==> config.mk <==
export PLATFORM = sky130hd
export DESIGN_NAME = degree_minute_field_validator_top
export DESIGN_NICKNAME = d
export VERILOG_FILES = /design/src/rtl/dmv_pkg.sv /design/src/rtl/dmv_judge.sv /design/src/rtl/degree_minute_field_validator_top.sv
export SDC_FILE = /design/constraint.sdc
export NUM_CORES = 1
export LEC_CHECK = 0
export ABC_AREA = 1
export BUFFER_PORTS_ARGS = -buffer_cell sky130_fd_sc_hd__buf_2
export CAP_MARGIN = 20
export CORE_MARGIN = 2
export CORE_UTILIZATION = 54
export CTS_CLUSTER_SIZE = 24
export DETAILED_ROUTE_END_ITERATION = 12
export GPL_ROUTABILITY_DRIVEN = 0
export MAX_ROUTING_LAYER = met4
export PLACE_DENSITY = 0.77
export SETUP_SLACK_MARGIN = 0.02
export SLEW_MARGIN = 20
export SYNTH_ARGS = -nofsm -noshare
export SYNTH_HDL_FRONTEND = slang
export SYNTH_SLANG_ARGS = --single-unit
==> constraint.sdc <==
create_clock -name clock -period 4.5 [get_ports clock]
set_clock_uncertainty 0.05 [all_clocks]
set_input_delay 0.675 -clock clock [delete_from_list [all_inputs] [get_ports clock]]
set_output_delay 0.675 -clock clock [all_outputs]
set_load 0.02 [all_outputs]
==> src/rtl/dmv_pkg.sv <==
// Shared types and constants for the degree/minute position field validator.
// Depends on nothing; imported by dmv_judge and the top level.
`timescale 1ns / 1ps

package dmv_pkg;

   typedef enum logic [1:0] {
      STATUS_MORE    = 2'd0,
      STATUS_ACCEPT  = 2'd1,
      STATUS_REJECT  = 2'd2,
      STATUS_IGNORED = 2'd3
   } status_type;

   typedef struct packed {
      logic [3:0] char_position;
      logic       field_open;
      logic       longitude_mode;
      logic       space_seen;
      logic [9:0] number_accumulator;
   } state_type;

   localparam logic [7:0] CHAR_DOT   = 8'h2E;
   localparam logic [7:0] CHAR_SPACE = 8'h20;
   localparam logic [7:0] CHAR_ZERO  = 8'h30;
   localparam logic [7:0] CHAR_NINE  = 8'h39;
   localparam logic [7:0] CHAR_UP_E  = 8'h45;
   localparam logic [7:0] CHAR_LO_E  = 8'h65;
   localparam logic [7:0] CHAR_UP_W  = 8'h57;
   localparam logic [7:0] CHAR_LO_W  = 8'h77;
   localparam logic [7:0] CHAR_UP_N  = 8'h4E;
   localparam logic [7:0] CHAR_LO_N  = 8'h6E;
   localparam logic [7:0] CHAR_UP_S  = 8'h53;
   localparam logic [7:0] CHAR_LO_S  = 8'h73;

   localparam logic [9:0] MAX_LAT_DEG = 10'd89;
   localparam logic [9:0] MAX_LON_DEG = 10'd179;
   localparam logic [9:0] MAX_MINUTE  = 10'd59;

   localparam logic [3:0] LAT_DEG_DIGITS = 4'd2;
   localparam logic [3:0] LON_DEG_DIGITS = 4'd3;

endpackage

==> src/rtl/dmv_judge.sv <==
// Combinational step of the validator: judges one character against the
// current string state and forms the next state. Depends on dmv_pkg.
`timescale 1ns / 1ps

module dmv_judge (
   input  dmv_pkg::state_type  state,
   input  logic [7:0]          char_in,
   input  logic                start_req,
   input  logic                is_longitude,
   output dmv_pkg::state_type  state_next,
   output dmv_pkg::status_type status
);
   import dmv_pkg::*;

   state_type  cur;
   logic [3:0] nd;
   logic [3:0] pos;
   logic [9:0] acc_base;
   logic [9:0] acc_x10;
   logic [9:0] acc_digit;
   logic [9:0] acc_taken;
   logic [9:0] max_deg;
   logic       is_digit;
   logic       is_space;
   logic       take_ok;
   logic       hemi_ok;
   status_type st;

   always_comb begin
      // A start character opens a fresh string, abandoning any open one.
      if (start_req) begin
         cur.char_position      = 4'd0;
         cur.field_open         = 1'b1;
         cur.longitude_mode     = is_longitude;
         cur.space_seen         = 1'b0;
         cur.number_accumulator = 10'd0;
      end else begin
         cur = state;
      end

      pos     = cur.char_position;
      nd      = cur.longitude_mode ? LON_DEG_DIGITS : LAT_DEG_DIGITS;
      max_deg = cur.longitude_mode ? MAX_LON_DEG : MAX_LAT_DEG;

      // Each digit group starts from zero: degrees, minutes, hundredths.
      if (pos == 4'd0 || pos == nd || pos == nd + 4'd3) begin
         acc_base = 10'd0;
      end else begin
         acc_base = cur.number_accumulator;
      end

      // Times ten as shift and add, wrapping at ten bits.
      acc_x10   = {acc_base[6:0], 3'b000} + {acc_base[8:0], 1'b0};
      acc_digit = acc_x10 + {6'd0, char_in[3:0] - CHAR_ZERO[3:0]};

      is_space = (char_in == CHAR_SPACE);
      is_digit = (char_in >= CHAR_ZERO) && (char_in <= CHAR_NINE) && !cur.space_seen;
      take_ok  = is_digit || is_space;
      acc_taken = is_digit ? acc_digit : acc_x10;

      if (cur.longitude_mode) begin
         hemi_ok = (char_in == CHAR_UP_E) || (char_in == CHAR_LO_E) ||
                   (char_in == CHAR_UP_W) || (char_in == CHAR_LO_W);
      end else begin
         hemi_ok = (char_in == CHAR_UP_N) || (char_in == CHAR_LO_N) ||
                   (char_in == CHAR_UP_S) || (char_in == CHAR_LO_S);
      end

      state_next = cur;
      state_next.number_accumulator = acc_base;
      st = STATUS_REJECT;

      if (!cur.field_open) begin
         state_next = cur;
         st         = STATUS_IGNORED;
      end else begin
         if (pos < nd + 4'd2 || (pos > nd + 4'd2 && pos < nd + 4'd5)) begin
            // Digit position (degrees, minutes or hundredths).
            if (take_ok) begin
               state_next.number_accumulator = acc_taken;
               state_next.space_seen         = cur.space_seen || is_space;
               if (pos == nd - 4'd1 && acc_taken > max_deg) begin
                  st = STATUS_REJECT;
               end else if (pos == nd + 4'd1 && acc_taken > MAX_MINUTE) begin
                  st = STATUS_REJECT;
               end else begin
                  st = STATUS_MORE;
               end
            end else begin
               st = STATUS_REJECT;
            end
         end else if (pos == nd + 4'd2) begin
            // Separator: a dot, or a space while none has been seen.
            if (cur.space_seen) begin
               st = STATUS_REJECT;
            end else if (char_in == CHAR_DOT) begin
               st = STATUS_MORE;
            end else if (is_space) begin
               state_next.space_seen = 1'b1;
               st = STATUS_MORE;
            end else begin
               st = STATUS_REJECT;
            end
         end else if (pos == nd + 4'd5) begin
            st = hemi_ok ? STATUS_ACCEPT : STATUS_REJECT;
         end else begin
            st = STATUS_REJECT;
         end

         if (st == STATUS_MORE) begin
            state_next.char_position = pos + 4'd1;
         end else begin
            state_next.field_open    = 1'b0;
            state_next.char_position = 4'd0;
         end
      end

      status = st;
   end

endmodule

==> src/rtl/degree_minute_field_validator_top.sv <==
// Top level of the degree/minute position field validator: string state
// registers, the judging step and the result register. Depends on dmv_pkg, dmv_judge.
`timescale 1ns / 1ps

// Usage
// The request channel carries one character of a fixed-width position string per
// word: latitude ddmm.mmH or longitude dddmm.mmH. req_tuser bit 0 marks the first
// character of a string, and bit 1, sampled with it, selects longitude.
// Every accepted word yields exactly one response word whose status says: more
// characters needed, accepted on this final character, rejected at this
// character, or ignored because no string is open.
// The verdict for a word accepted at one edge is presented on the response
// channel right after that edge. Throughput is one word per cycle while the
// receiver takes responses; the single pass of compare and multiply-by-ten accumulate
// between the string state registers and the result register sets that figure.
// The response register acts as the output stage: a new request is taken while
// the held response is being taken in the same cycle, so a receiver that keeps
// rsp_tready high never slows the stream. When the receiver stalls, the
// response holds and req_tready drops until it is taken.
// Reset (synchronous, active high) closes any open string, clears the string
// state and empties the response register.

module degree_minute_field_validator_top (
   input  logic       clock,
   input  logic       reset,
   // Request channel.
   input  logic       req_tvalid,
   output logic       req_tready,
   input  logic [7:0] req_tdata,   // [7:0] char_in
   input  logic [1:0] req_tuser,   // [0] start_req, [1] is_longitude
   // Response channel.
   output logic       rsp_tvalid,
   input  logic       rsp_tready,
   output logic [7:0] rsp_tdata    // [1:0] status, [7:2] zero
);
   import dmv_pkg::*;

   state_type  state_ff;
   state_type  state_in;
   state_type  state_next;
   status_type status_next;
   logic [1:0] status_ff;
   logic [1:0] status_in;
   logic       rsp_valid_ff;
   logic       rsp_valid_in;
   logic       req_accept;

   // The output register can take a new word when empty or being drained.
   assign req_tready = !rsp_valid_ff || rsp_tready;
   assign req_accept = req_tvalid && req_tready;

   dmv_judge u_judge (
      .state        (state_ff),
      .char_in      (req_tdata),
      .start_req    (req_tuser[0]),
      .is_longitude (req_tuser[1]),
      .state_next   (state_next),
      .status       (status_next)
   );

   always_comb begin
      state_in     = req_accept ? state_next : state_ff;
      status_in    = req_accept ? status_next : status_ff;
      rsp_valid_in = req_accept || (rsp_valid_ff && !rsp_tready);
   end

   always_ff @(posedge clock) begin
      if (reset) begin
         state_ff     <= '0;
         rsp_valid_ff <= 1'b0;
      end else begin
         state_ff     <= state_in;
         rsp_valid_ff <= rsp_valid_in;
      end
   end

   // Result payload needs no reset; it is qualified by rsp_valid_ff.
   always_ff @(posedge clock) begin
      status_ff <= status_in;
   end

   assign rsp_tvalid = rsp_valid_ff;
   assign rsp_tdata  = {6'd0, status_ff};

endmodule

==> summary.md <==
The run finished with clean final reports. The share of the cycle needed by the critical path after routing was 0.9186. Once routing completed, OpenROAD measured the worst setup slack at 366.4 ps. The routed design could run at a clock period as short as 4134 ps. VDD sags by at most 0.1366 mV. Worst-case register-to-register setup slack: 550 ps. The proportion of netlist area held by the largest area contributor is 0.1417.

The final hold violation count came out at 0. The count of mapped cells out of synthesis is 382, and the number of port buffers is 17. The net count of the finished layout is 450.

The clock sink total was 19; the clock-pin transition on the worst setup and hold timing paths was 90 ps. Class of the tightest hold or removal check: flop to flop. For this design the top-level I/O count stands at 24. The share of synthesized area spent on multiplexers works out to 0.

The maximum fanout along the worst path works out to 6. The tools report the data arrival time of the critical path as 4110 ps. The most instantiated flip-flop cell in the synthesis netlist is dfxtp_1.

The tools report the number of warnings issued by yosys as 0. The worst hold path passes through 2 cells. Final number of max-transition violations: 0. The tools report the minimum setup slack after placement as -17.63 ps. In this run the clock root is driven by a clkbuf_8.

The finished cells cover 0.002780 mm^2. Dividing the detail-routed wire length by the instance count gives 13.09 um. The logs give 0.2419 GHz for the peak clock frequency supported by timing and 0.005015 mm^2 for the area enclosed by the die boundary. The switching power was 128.9 uW. Number of synthesized flops with an enable pin: 2.

In this run the standard cell core region covers 0.004324 mm^2. In the post-synthesis netlist, the cell with the most instances is nand2_1. Clock tree synthesis inserted a total of 3 buffers. For the worst setup path, the data required time is 4480 ps.

The first detailed-routing pass took 5 iterations. The run gives 0.001501 uW as the total leakage power. The worst register-to-register path begins at state_ff[11]$_SDFFE_PP0P_. The row count is 24. The largest total area in the synthesized netlist belongs to nand2_1. The run gives 0.6454 as the relative slew slack. By area the synthesized netlist is led by nand2_1, dfxtp_1, inv_1. The area added between synthesis and finish is 15.31%. Setup violations remaining at the end of the flow were counted as 0. The number of antenna violations at the first check in global routing was 0. Die boundary width: 70.82 um.

The tools report the number of global-route vias before repair as 2420. The post-synthesis async set-or-reset flop share works out to 0. Sorting the synthesized cells by how often they occur yields nand2_1, inv_1, nor2_1. The internal cell power is 265.4 uW. The initial core utilization is 0.5576, and the detailed-route vias per instance is 5.379. Counting along the longest clock path gives a buffer depth of 2.

The critical path in this run is classified as primary input to flop. The share of synthesized cell area in full adder, half adder and majority cells came out at 0.08822. The share of total power in combinational logic is 0.217, and the post-synthesis simple-gate area fraction is 0.4421. TritonCTS built the clock tree.

The leftover overflow at the end of global routing was 0; the slew of the pin with the lowest slew margin was 528.6 ps. Kind of capture point of the worst setup path: a flop. The repair_antennas step left the layout with diodes totalling 0.

The first global-routing pass estimated 10.56 mm of wire. The sequential share of power came out at 0.446. The count of nets left with antenna violations once routing finished came out at 0.

Yosys mapped the design onto 45 distinct sky130hd cell types. For the worst flop-to-flop path, the logic depth is 29. The later pin in the worst-skew pair is clocked with a latency of 280 ps.

Entering global routing, the biggest net connects 20 pins. The post-synthesis average cell area is 6.312 um^2. The share of the synthesized area in compound gates (AO/OA/AOI/OAI) works out to 0.1417. For hold timing, the worst endpoint is state_ff[12]$_SDFFE_PP0P_. The synthesized design contains 19 register bits. The tools report the clock group share of total power as 0.337. The first routing iteration left 203 violations. The tools report the post-synth design cell area as 0.002411 mm^2. The layout cell share with drive strength beyond 1 is 0.2321, and the max-cap check violation count is 0. In this run the critical register-to-register path is captured at status_ff[1]$_SDFFCE_PP1P_.

The die boundary height was 70.82 um. The detailed router placed 2528 vias in this run. The global-route usage over all layers is 0.2626. The critical path launch point type was a primary input. The parity-gate share of the synthesized area counting xor and xnor cells was 0.01764; the wire length after detailed routing was 6.150 mm. In the routed design, unresolved DRC markers number 0.

The switching share of power was 0.3269; the power per cell area was 141.8 mW/mm^2. The start point of the worst min-delay path is state_ff[12]$_SDFFE_PP0P_. The tools report the maximum level of the CTS H-tree as 1. After synthesis, the largest family of logic cells by area is simple AND/OR/NAND/NOR gates. The fraction of the yosys area taken by sequential cells was 0.1661; the placed cell area was 0.002655 mm^2.

After legalization and detailed placement, the total HPWL measured 4.940 mm.
power groups by stage:
stage          clock, uW  sequential [uW]  combinational (uW)
2_1_floorplan          0              181                56.5
3_3_place_gp           0              180                79.5
3_5_place_dp           0              180                80.7
4_1_cts              132              176                81.3
5_1_grt              137              176                96.0
6_report             133              176                85.6
sequential cells by signal, indices dropped and copies added (netlist names):
signal / cells
state_ff: 16
rsp_tvalid: 1
status_ff: 2
final cells by class:
| cell class | instances | area (um^2) |
|---|---|---|
| Clock inverter | 1 | 7.507 |
| Clock buffer | 3 | 41.29 |
| Timing Repair Buffer | 40 | 261.5 |
| Sequential cell | 19 | 400.4 |
| Multi-Input combinational cell | 290 | 1758 |
| Fill cell | 406 | 1544 |
| Inverter | 65 | 246.5 |
| Tap cell | 52 | 65.06 |
worst max-delay path: stages:
cell and delay, ps:
buf_2 140, buf_4 160, nor2_1 200, nand2_1 190
nand3_2 140, nand2_4 70, a21boi_4 130, nand3_1 110
inv_2 90, ha_4 210, ha_4 260, inv_1 40
a21oi_1 110, nand2_1 80, nand2_2 80, nand4_1 160
xnor2_2 240, inv_2 60, ha_1 270, nand2_1 60
nor2_1 100, nand4_1 100, nand2_1 80, nand2_1 50
nand2_1 60, nand2_1 80, nand2_4 100, nand3_1 70
worst max path at each step:
| stage | slack [ps] | from | end |
|---|---|---|---|
| 3_5_place_dp | -20 | req_tuser[0] | status_ff[1]$_SDFFCE_PP1P_ |
| 6_report | 370 | req_tuser[0] | status_ff[1]$_SDFFCE_PP1P_ |
| 2_1_floorplan | 50 | req_tuser[0] | status_ff[1]$_SDFFCE_PP1P_ |
| 5_1_grt | -20 | req_tuser[0] | status_ff[1]$_SDFFCE_PP1P_ |
| 4_1_cts | 240 | req_tuser[0] | status_ff[1]$_SDFFCE_PP1P_ |
| 3_3_place_gp | 70 | req_tuser[0] | status_ff[1]$_SDFFCE_PP1P_ |
cell families after synthesis:
kind of cell             count (synthesis)
flip-flops                              19
XOR/XNOR                                 4
other                                    1
buffers and inverters                   78
AO/OA/AOI/OAI                           59
AND/OR/NAND/NOR                        204
adder cells (fa/ha/maj)                 17
stage by stage:
stage | TNS [ps] | hold WS [ps] | power (uW) | utilization | cells
2_1_floorplan | 0 | 395.3 | 237.8 | - | 387
3_3_place_gp | 0 | 403.6 | 259.1 | 0.6140 | 465
3_5_place_dp | -17.63 | 411.7 | 260.4 | 0.6140 | 465
4_1_cts | 0 | 423.1 | 388.7 | 0.6253 | 469
5_1_grt | -52.20 | 451.0 | 409.4 | 0.6429 | 470
6_report | 0 | 423.0 | 394.3 | 0.6429 | 470
cell usage in the layout, fill, tap and decap left out, types with 2 or more instances in the layout:
cell type,n
nand3_1,20
edfxtp_1,2
conb_1,6
inv_1,56
o21ai_0,16
nand2_4,5
clkbuf_8,3
inv_2,7
nor2_2,5
ha_1,14
a21oi_1,30
nand3_2,2
nand3b_1,2
a31oi_1,2
buf_2,17
nand2_2,11
nor2_1,33
dfxtp_1,17
o21bai_1,2
nor2_4,3
nand4_2,8
nand2_1,89
o211ai_1,2
nor3_1,2
ha_4,3
xor2_1,2
nand4_1,15
nor4_1,4
buf_4,22
per-layer routing:
layer | vias to the layer above | GRT usage | wire length (um)
li1 | 1316 | - | -
met1 | 1122 | 0.3689 | 2997
met2 | 79 | 0.4019 | 2735
met3 | 11 | 0.02707 | 312
met4 | 0 | 0.07338 | 104
met5 | - | - | 0
what timing repair did:
item / CTS / global route
setup buffers: 0 / 1
hold buffers: 0 / 0
gates resized for setup: 0 / 12
setup endpoints to repair: 0 / 6
No activity file was read; power rests on OpenSTA's default activity.
